`config.mk`:
```
export PLATFORM = sky130hd
export DESIGN_NAME = neighbor_table_stats
export DESIGN_NICKNAME = d
export VERILOG_FILES = /design/src/nts_pkg.sv /design/src/nts_ctrl.sv /design/src/nts_datapath.sv /design/src/neighbor_table_stats.sv
export SDC_FILE = /design/constraint.sdc
export NUM_CORES = 2
export LEC_CHECK = 0
export BUFFER_PORTS_ARGS = -buffer_cell sky130_fd_sc_hd__buf_2
export CAP_MARGIN = 20
export CORE_MARGIN = 5
export CORE_UTILIZATION = 65
export CTS_CLUSTER_DIAMETER = 80
export DETAILED_ROUTE_END_ITERATION = 16
export GPL_TIMING_DRIVEN = 0
export PLACE_DENSITY = 0.82
export SYNTH_ARGS = -nofsm -noshare
export SYNTH_HDL_FRONTEND = slang
export SYNTH_SLANG_ARGS = --single-unit
```
`constraint.sdc`:
```
create_clock -name clk -period 31.8 [get_ports clk]
set_input_delay 3.18 -clock clk [delete_from_list [all_inputs] [get_ports clk]]
set_output_delay 3.18 -clock clk [all_outputs]
set_load 0.02 [all_outputs]
```
`src/nts_pkg.sv`:
```
package nts_pkg;

	localparam int IN_DATA_W  = 64;
	localparam int OUT_DATA_W = 112;

	typedef enum logic {
		OP_UPDATE = 1'b0,
		OP_REMOVE = 1'b1
	} nts_op_t;

	typedef enum logic [1:0] {
		ST_UPDATED  = 2'd0,
		ST_ADDED    = 2'd1,
		ST_FULL     = 2'd2,
		ST_NOTFOUND = 2'd3
	} nts_status_t;

	// one table entry
	typedef struct packed {
		logic [31:0] id;
		logic [7:0]  ctr;
		logic [31:0] missed;
		logic [31:0] pkts;
		logic [31:0] bytes;
		logic [11:0] rssi;
	} nts_rec_t;

	typedef struct packed {
		logic load;
		logic scan;
		logic commit;
	} nts_cmd_t;

	typedef struct packed {
		logic done;
		logic out_busy;
	} nts_sts_t;

endpackage

```
`src/nts_ctrl.sv`:
```
module nts_ctrl
	import nts_pkg::*;
(
	input  logic     clk,
	input  logic     arst_n,
	input  logic     s_axis_tvalid,
	output logic     s_axis_tready,
	input  nts_sts_t sts,
	output nts_cmd_t cmd
);

	typedef enum logic [1:0] {
		S_IDLE,
		S_SCAN,
		S_UPD
	} state_t;

	state_t state_q;
	logic   ready_q;

	assign s_axis_tready = ready_q;

	always_comb begin
		cmd        = '0;
		cmd.load   = s_axis_tvalid && ready_q;
		cmd.scan   = (state_q == S_SCAN);
		cmd.commit = (state_q == S_UPD) && !sts.out_busy;
	end

	always_ff @(posedge clk or negedge arst_n) begin
		if (!arst_n) begin
			state_q <= S_IDLE;
			ready_q <= 1'b0;
		end else begin
			unique case (state_q)
				S_IDLE: begin
					ready_q <= 1'b1;
					if (s_axis_tvalid && ready_q) begin
						ready_q <= 1'b0;
						state_q <= S_SCAN;
					end
				end
				S_SCAN: begin
					if (sts.done) begin
						state_q <= S_UPD;
					end
				end
				S_UPD: begin
					if (!sts.out_busy) begin
						ready_q <= 1'b1;
						state_q <= S_IDLE;
					end
				end
				default: begin
					state_q <= S_IDLE;
					ready_q <= 1'b0;
				end
			endcase
		end
	end

endmodule

```
`src/nts_datapath.sv`:
```
module nts_datapath
	import nts_pkg::*;
#(
	parameter int TABLE_ENTRIES = 16
) (
	input  logic                  clk,
	input  logic                  arst_n,
	input  nts_cmd_t              cmd,
	output nts_sts_t              sts,
	input  logic [IN_DATA_W-1:0]  s_axis_tdata,
	input  logic                  s_axis_tuser,
	output logic                  m_axis_tvalid,
	input  logic                  m_axis_tready,
	output logic [OUT_DATA_W-1:0] m_axis_tdata,
	output logic [1:0]            m_axis_tuser
);

	localparam int IW = (TABLE_ENTRIES > 1) ? $clog2(TABLE_ENTRIES) : 1;
	localparam logic [IW-1:0] LAST = IW'(TABLE_ENTRIES - 1);

	nts_rec_t               mem_q [TABLE_ENTRIES];
	logic [TABLE_ENTRIES-1:0] valid_q;

	logic          op_q;
	logic [31:0]   id_q;
	logic [7:0]    ctr_q;
	logic [7:0]    len_q;
	logic [11:0]   smp_q;

	logic [IW-1:0] idx_q;
	logic          issued_all_q;
	logic [IW-1:0] free_q;
	logic          free_vld_q;
	nts_rec_t      rd_rec_s1;
	logic [IW-1:0] rd_idx_s1;
	logic          rd_vld_s1;
	logic          hit_q;
	logic [IW-1:0] hit_idx_q;

	logic          out_valid_q;
	logic [1:0]    out_status_q;
	logic [OUT_DATA_W-1:0] out_data_q;

	logic          match_w;
	logic          last_w;
	logic          issue;

	nts_rec_t      base;
	nts_rec_t      upd;
	logic          ok_upd;
	logic          set_valid;
	logic          clr_valid;
	logic [IW-1:0] slot;
	nts_status_t   res_status;
	logic [7:0]    diff;
	logic          diff_pos;
	logic [16:0]   rssi_sum;
	logic [IW+3:0] slot_ext;
	nts_rec_t      res_rec;

	assign match_w = rd_vld_s1 && valid_q[rd_idx_s1] && (rd_rec_s1.id == id_q);
	assign last_w  = rd_vld_s1 && (rd_idx_s1 == LAST);
	assign issue   = cmd.scan && !match_w && !issued_all_q;

	assign sts.done     = match_w || last_w;
	assign sts.out_busy = out_valid_q && !m_axis_tready;

	always_comb begin
		base       = '0;
		ok_upd     = 1'b0;
		set_valid  = 1'b0;
		clr_valid  = 1'b0;
		slot       = '0;
		res_status = ST_UPDATED;
		if (op_q == OP_REMOVE) begin
			if (hit_q) begin
				clr_valid = 1'b1;
				slot      = hit_idx_q;
			end else begin
				res_status = ST_NOTFOUND;
			end
		end else if (hit_q) begin
			base   = rd_rec_s1;
			slot   = hit_idx_q;
			ok_upd = 1'b1;
		end else if (free_vld_q) begin
			base.id    = id_q;
			slot       = free_q;
			ok_upd     = 1'b1;
			set_valid  = 1'b1;
			res_status = ST_ADDED;
		end else begin
			res_status = ST_FULL;
		end

		diff     = ctr_q - base.ctr;
		diff_pos = (diff != 8'd0) && !diff[7];
		upd      = base;
		if (diff_pos) begin
			upd.missed = base.missed + {24'd0, diff - 8'd1};
			upd.ctr    = ctr_q;
		end
		upd.pkts  = base.pkts + 32'd1;
		upd.bytes = base.bytes + {24'd0, len_q};
		// 15*avg + sample, then floor divide by 16
		rssi_sum  = {base.rssi[11], base.rssi, 4'd0}
			- {{5{base.rssi[11]}}, base.rssi}
			+ {{5{smp_q[11]}}, smp_q};
		upd.rssi  = rssi_sum[15:4];

		res_rec  = ok_upd ? upd : '0;
		slot_ext = {4'd0, slot};
	end

	// table storage and input capture
	always_ff @(posedge clk) begin
		if (cmd.load) begin
			op_q  <= s_axis_tuser;
			id_q  <= s_axis_tdata[31:0];
			ctr_q <= s_axis_tdata[39:32];
			len_q <= s_axis_tdata[47:40];
			smp_q <= s_axis_tdata[59:48];
		end
		if (issue) begin
			rd_rec_s1 <= mem_q[idx_q];
			rd_idx_s1 <= idx_q;
		end
		if (issue && !valid_q[idx_q] && !free_vld_q) begin
			free_q <= idx_q;
		end
		if (cmd.scan && sts.done) begin
			hit_idx_q <= rd_idx_s1;
		end
		if (cmd.commit && ok_upd) begin
			mem_q[slot] <= upd;
		end
		if (cmd.commit) begin
			out_status_q <= res_status;
			out_data_q   <= {res_rec.rssi, res_rec.bytes, res_rec.pkts, res_rec.missed,
				slot_ext[3:0]};
		end
	end

	always_ff @(posedge clk or negedge arst_n) begin
		if (!arst_n) begin
			valid_q      <= '0;
			idx_q        <= '0;
			issued_all_q <= 1'b0;
			free_vld_q   <= 1'b0;
			rd_vld_s1    <= 1'b0;
			hit_q        <= 1'b0;
			out_valid_q  <= 1'b0;
		end else begin
			rd_vld_s1 <= issue;
			if (cmd.load) begin
				idx_q        <= '0;
				issued_all_q <= 1'b0;
				free_vld_q   <= 1'b0;
				rd_vld_s1    <= 1'b0;
			end else if (issue) begin
				if (idx_q == LAST) begin
					issued_all_q <= 1'b1;
				end else begin
					idx_q <= idx_q + 1'b1;
				end
				if (!valid_q[idx_q]) begin
					free_vld_q <= 1'b1;
				end
			end
			if (cmd.scan && sts.done) begin
				hit_q <= match_w;
			end
			if (cmd.commit && set_valid) begin
				valid_q[slot] <= 1'b1;
			end
			if (cmd.commit && clr_valid) begin
				valid_q[slot] <= 1'b0;
			end
			if (cmd.commit) begin
				out_valid_q <= 1'b1;
			end else if (m_axis_tready) begin
				out_valid_q <= 1'b0;
			end
		end
	end

	assign m_axis_tvalid = out_valid_q;
	assign m_axis_tdata  = out_data_q;
	assign m_axis_tuser  = out_status_q;

endmodule

```
`src/neighbor_table_stats.sv`:
```
// Neighbor table with per-neighbor receive statistics. One item at a time is
// handled: after acceptance the single table read port walks the slots one per
// cycle from slot 0, the registered read data is compared, and the walk stops at
// the first valid slot whose id matches; then the entry is updated and the
// result register loaded. A match in slot 0 ends the walk soonest; with no match
// all TABLE_ENTRIES slots are read; the walk sets how long an item takes.
// A waiting result does not block the next item, which is accepted and scanned
// while the result register is held; only the update waits for it to drain.
// Slot valid bits clear at reset, so no table clearing pass is needed.
module neighbor_table_stats
	import nts_pkg::*;
#(
	parameter int TABLE_ENTRIES = 16
) (
	input  logic                  clk,
	input  logic                  arst_n,
	input  logic                  s_axis_tvalid,
	output logic                  s_axis_tready,
	// neighbor_id, packet_counter, packet_length, rssi_sample, zero pad
	input  logic [IN_DATA_W-1:0]  s_axis_tdata,
	// op
	input  logic                  s_axis_tuser,
	output logic                  m_axis_tvalid,
	input  logic                  m_axis_tready,
	// slot_index, missed_total, packets_total, bytes_total, rssi_average
	output logic [OUT_DATA_W-1:0] m_axis_tdata,
	// status
	output logic [1:0]            m_axis_tuser
);

	nts_cmd_t cmd;
	nts_sts_t sts;

	nts_ctrl u_ctrl (
		.clk           (clk),
		.arst_n        (arst_n),
		.s_axis_tvalid (s_axis_tvalid),
		.s_axis_tready (s_axis_tready),
		.sts           (sts),
		.cmd           (cmd)
	);

	nts_datapath #(
		.TABLE_ENTRIES (TABLE_ENTRIES)
	) u_dp (
		.clk           (clk),
		.arst_n        (arst_n),
		.cmd           (cmd),
		.sts           (sts),
		.s_axis_tdata  (s_axis_tdata),
		.s_axis_tuser  (s_axis_tuser),
		.m_axis_tvalid (m_axis_tvalid),
		.m_axis_tready (m_axis_tready),
		.m_axis_tdata  (m_axis_tdata),
		.m_axis_tuser  (m_axis_tuser)
	);

endmodule

```
# After elaboration in Yosys (flattened, before gate mapping)
# Memory sizes are Yosys's and may differ from the RTL's. A register that Yosys moved wholly into a read port is not among the register bits.
# Index checks and enable logic that the tools add are counted.
# totals
register_bits,215
latch_bits,0
ramBits,2368
rom_bits,0
inputBits,69
output_inout_bits,116
word_cells,130
n_memories,1
# mem_list
memory,words,width,rd,rd_clocked_by_memory_dff,wr,line,source
u_dp.mem_q,16,148,1,1,1,nts_datapath.sv:21,nts_rec_t mem_q [TABLE_ENTRIES];
# op_classes
n_addsub,8
multipliers,0
div,0
n_lt_le_gt_ge,4
n_eq_ne,10
shifts,0
mux,49
bitwise,4
reduce_logical,34
# op_table
cell,n
$mux W148,1
$mux W116,1
$add A32 B8 Y32,2
$mux W32,2
$mux W40,1
$add A32 B1 Y32 const B,1
$eq A32 B32 Y1,1
$mux W16,2
$mux W4,7
$mux W1,23
$add A16 B16 Y16,1
$and A16 B16 Y16,1
$logic_and A1 B1 Y1,16
$not A16 Y16,1
$or A16 B16 Y16,1
$sub A16 B12 Y16,1
$lt A4 B5 Y1 const B,3
$mux W2,7
$ne A2 B2 Y1 const B,5
$bmux W1 S4,2
$eq A4 B4 Y1 const B,2
$reduce_and A2 Y1,4
$reduce_bool A8 Y1,1
$sub A8 B1 Y8 const B,1
14 further kinds,22

# Depth between registers and ports, before layout
# logic_depth
word_depth,11
ltp_mapped,23
ltp_nobuf,18

# Hierarchy
# A second synthesis with hierarchy kept.
# hier_totals
cells_unflattened,5810
area_unflattened_um2,107712.1
# by_module_without_submodules
module,n_inst,cells_each,area_each_um2,seq_area_each_um2
nts_datapath,1,5795,107550.6,81793.4
nts_ctrl,1,15,161.4,75.1

# Worst setup path before layout
# Ideal clock, no wire load.
# synth_timing
path_type,input to register
start,input port m_axis_tready
end,"memory u_dp.mem_q[10][0] (netlist name), enable pin"
arrival_time_ps,19292
path_slack_ps,11672
cell_stages,5
cell_sequence,nor2b_1 -> nor2_1 -> nand2_1 -> clkbuf_1 -> nor3_1
# synth_rtl
element,line,source
start: declaration,neighbor_table_stats.sv:24,"input logic m_axis_tready,"
end: declaration,nts_datapath.sv:21,

==> metrics.md <==
| Metric | Value |
|---|---|
| Yosys reg bits | 2731 |
| Largest family of logic cells by synthesized area | multiplexers |
| Total track usage | 34.9% |
| Setup repair bufs after CTS | 0 |
| Die ar. | 174000 sq um |
| Multiplexer area fraction after synthesis | ~12% |
| PortBufs | 180 |
| Routed WL | 309 mm |
| Drt via density | 7.13 |
| Die height | ~420 um |
| Synth Area in Compound Gates | around 5.6% |
| RR Startpoint | u_dp.op_q$_DFFE_PP_ |
| Async SR Flop Fraction | 1.03% |
| DP Wirelength | 197 mm |
| Final Hold Fails | 0 |
| Area growth syn-to-layout | 15.8% |
| M2 GR Usage | roughly 54% |
| TritonCTS Sinks | 2731 |
| Post-synth top area share | 75.4% |
| CTS resizes | 0 |
| Nets | between 6000 and 7000 |
| Max-slew headroom | 12.0% |
| RSZ-0062 raised after global routing | no |
| Post-synth top cells | edfxtp_1, mux2i_1, o21ai_0, mux4_2, nand2_1 |
| H-tree depth | 5 |
| Actual slew at the worst max-slew pin | approximately 1300 ps |
| Final WS setup | 23530 ps |
| CP required | about 32000 ps |
| Final worst path period share | 26.0% |
| Sequential-to-total area share from yosys stat | between 70% and 80% |
| Yosys warning count | 0 |
| Placed Cells | 8539 |
| Met1 global-route usage | a little under half |
| Hold Crit Start | u_dp.rd_idx_s1[1]$_DFFE_PP_ |
| Clk_lat worst skew | 950 ps |
| Post-Synth Simple-Gate Area | under 10% |
| Worst r2r path cells | 22 |
| Crit path launch type | flip-flop |
| Pre-Repair DR Iteration Count | 10 |
| Leakage power of the design | 42.3 nW |
| Met3 GRT Util | 9.54% |
| Worst Setup End Kind | flip-flop |
| # rows | 149 |
| CTS clk-pin slew, worst paths | 60 ps |
| Min Tclk post-route | 8270 ps |
| CTS Buf Count | 280 |
| Critical Path AT | 8840 ps |
| DRC | 0 |
| First-pass GRT wire length | about 440 mm |
| Synth top area cells | edfxtp_1, mux4_2, mux2i_1, mux2_2, o21ai_0 |
| Max Buffers Root-to-Sink | 4 |
| Initial Util | 65.3% |
| Fin util | 75.6% |
| Area leader, netlist | edfxtp_1 |
| Layout cells sized above 1 | 22.5% |
| Status | finished clean |
| Placer Congestion | 0.878 |
| Fmax | 121 MHz |
| Gr busiest metal | met2 |
| WHS Endpoint | u_dp.hit_idx_q[1]$_DFFE_PP_ |
| Mapped Nets | 5944 |
| Setup tns final | 0 ps |
| Root buf cell | clkbuf_16 |
| Die Wd | 417 um |
| Pwr dens | 78.2 nW/um^2 |
| Worst R2R End | u_dp.mem_q[12][105]$_DFFE_PP_ |
| Post-synth EDFFs | 2703 |
| Final count of pins violating max slew | 0 |
| Worst min path class | reg -> reg |
| Final setup viols | 0 |
| DP Worst Slack | 23860 ps |
| Synthesized cell area | 108000 sq um |
| Max Cap Viol | 0 |
| Count leader, synth | edfxtp_1 |
| Mapped Cells | 5818 |
| Syn avg cell area | roughly 19 sq um |
| Number of global-route vias before repair | 64100 |
| R2r setup slk | 23530 ps |
| Post-synth top flop | edfxtp_1 |
| DR WL/cell | 34.1 um |
| # IOs | 185 |
| Post-Synth XOR/XNOR Area | just over 1% |
| CTS Hold Buffers Added | 0 |
| Clock Skew | 67.6 ps |
| Initial DRC count | between 10000 and 15000 |
| CTS tree | done |
| Yosys cell types | just under 70 |
| Fill cells | around 8200 |
| Final Instance Count excl. Fillers | 9064 |
| WS Path Type | reg -> reg |
| Largest net degree at the start of global routing | 40 |
| Initial antenna violation count | 12 |
| WHS Path Cells | 0 |
| Adder-Cell Fraction of Synth Area | less than 1% |
| Maximum vdd drop | 0.0000634 V |
| Number of routed nets with antenna violations | 0 |
| Vias post-DR | ~65000 |
| Worst-path maximum fanout | 16 |
| GRT overflow | 0 |
| Placeable Area | 165000 sq um |
layout make-up:
cell class                      instances  area, sq um  share of cell area [%]
Antenna cell                            8         20.0                  0.0161
Buffer                                298         1260                    1.01
Clock buffer                          341         7430                    5.96
Clock inverter                        122         1120                   0.895
Inverter                               71          269                   0.216
Multi-Input combinational cell       2718        24400                    19.6
Sequential cell                      2731        81900                    65.7
Tap cell                             2189         2740                    2.20
Timing Repair Buffer                  586         5530                    4.44
kinds of logic (layout without fill, tap and decap cells):
kind of cell    count (synthesis)  in the layout
flops                        2731           2731
compound gates                962            962
mux                           917            917
simple gates                  655            655
buf+inv                       369           1418
xor+xnor                      127            127
fa+ha+maj                      57             57
other cells                     0              8
stage by stage:
step	power [mW]	hold WS (ps)	cell area, sq um
finish	9.74	511	125000
detailed placement	6.50	498	116000
global route	9.98	545	125000
CTS	9.63	516	124000
global placement	6.41	488	111000
floorplan	5.71	458	108000
registers in the layout (all words and copies together) (netlist names), 2 cells and up:
name and cells:
u_dp.mem_q 2368, u_dp.rd_rec_s1 148, u_dp.m_axis_tdata 112, u_dp.id_q 32, u_dp.valid_q 16, u_dp.smp_q 12
u_dp.ctr_q 8, u_dp.len_q 8, u_dp.free_q 4, u_dp.hit_idx_q 4, u_dp.idx_q 4, u_dp.rd_idx_s1 4
u_ctrl.state_q 2, u_dp.m_axis_tuser 2
worst max path at each step:
stage | startpoint | end | slack, ps | cells past startpoint
after CTS | u_dp.op_q$_DFFE_PP_ | u_dp.mem_q[11][87]$_DFFE_PP_ | 23600 | 22
final | u_dp.op_q$_DFFE_PP_ | u_dp.mem_q[12][105]$_DFFE_PP_ | 23530 | 22
after detailed placement | u_dp.op_q$_DFFE_PP_ | u_dp.mem_q[14][85]$_DFFE_PP_ | 23860 | 22
after global placement | m_axis_tready | u_dp.mem_q[11][59]$_DFFE_PP_ | -4610 | 6
after floorplan | m_axis_tready | u_dp.mem_q[10][0]$_DFFE_PP_ | 11670 | 5
after global routing | u_dp.op_q$_DFFE_PP_ | u_dp.mem_q[12][105]$_DFFE_PP_ | 23490 | 22
worst max-delay path, stage by stage (launching register included):
cell	delay, ps
edfxtp_1	470
buf_6	240
nor2b_4	140
buf_6	230
clkbuf_1	680
clkbuf_2	870
and2_1	270
ha_1	310
fa_1	250
nand2b_1	150
a21oi_1	90
xor2_1	200
or2_2	350
nor3_1	300
xnor2_1	210
ha_1	320
or2_2	300
a21oi_1	400
nor2b_1	170
nand2_1	320
clkbuf_1	490
o31ai_1	180
a21oi_1	890
per-layer routing:
layer	share of wire [%]	vias to the layer above	wire, um
met2	47	6165	145000
met5	0.013	-	41
li1	-	25200	-
met3	14	1233	42800
met1	32	32000	100000
met4	6.9	6	21400
report_power, final:
| part | switching [mW] | internal (mW) |
|---|---|---|
| sequential | 0.108 | 4.22 |
| combinational | 1.46 | 0.789 |
| clock | 1.34 | 1.82 |
placed cells by master, fill, tap and decap left out, types with 238 or more instances in the layout:
cell and n:
a21oi_1 239, buf_2 273, buf_6 276, clkbuf_1 238, clkbuf_16 289, edfxtp_1 2703, mux2i_1 456, mux4_2 306
nand2_1 265, o21ai_0 329
No activity file was read; power rests on OpenSTA's default activity.
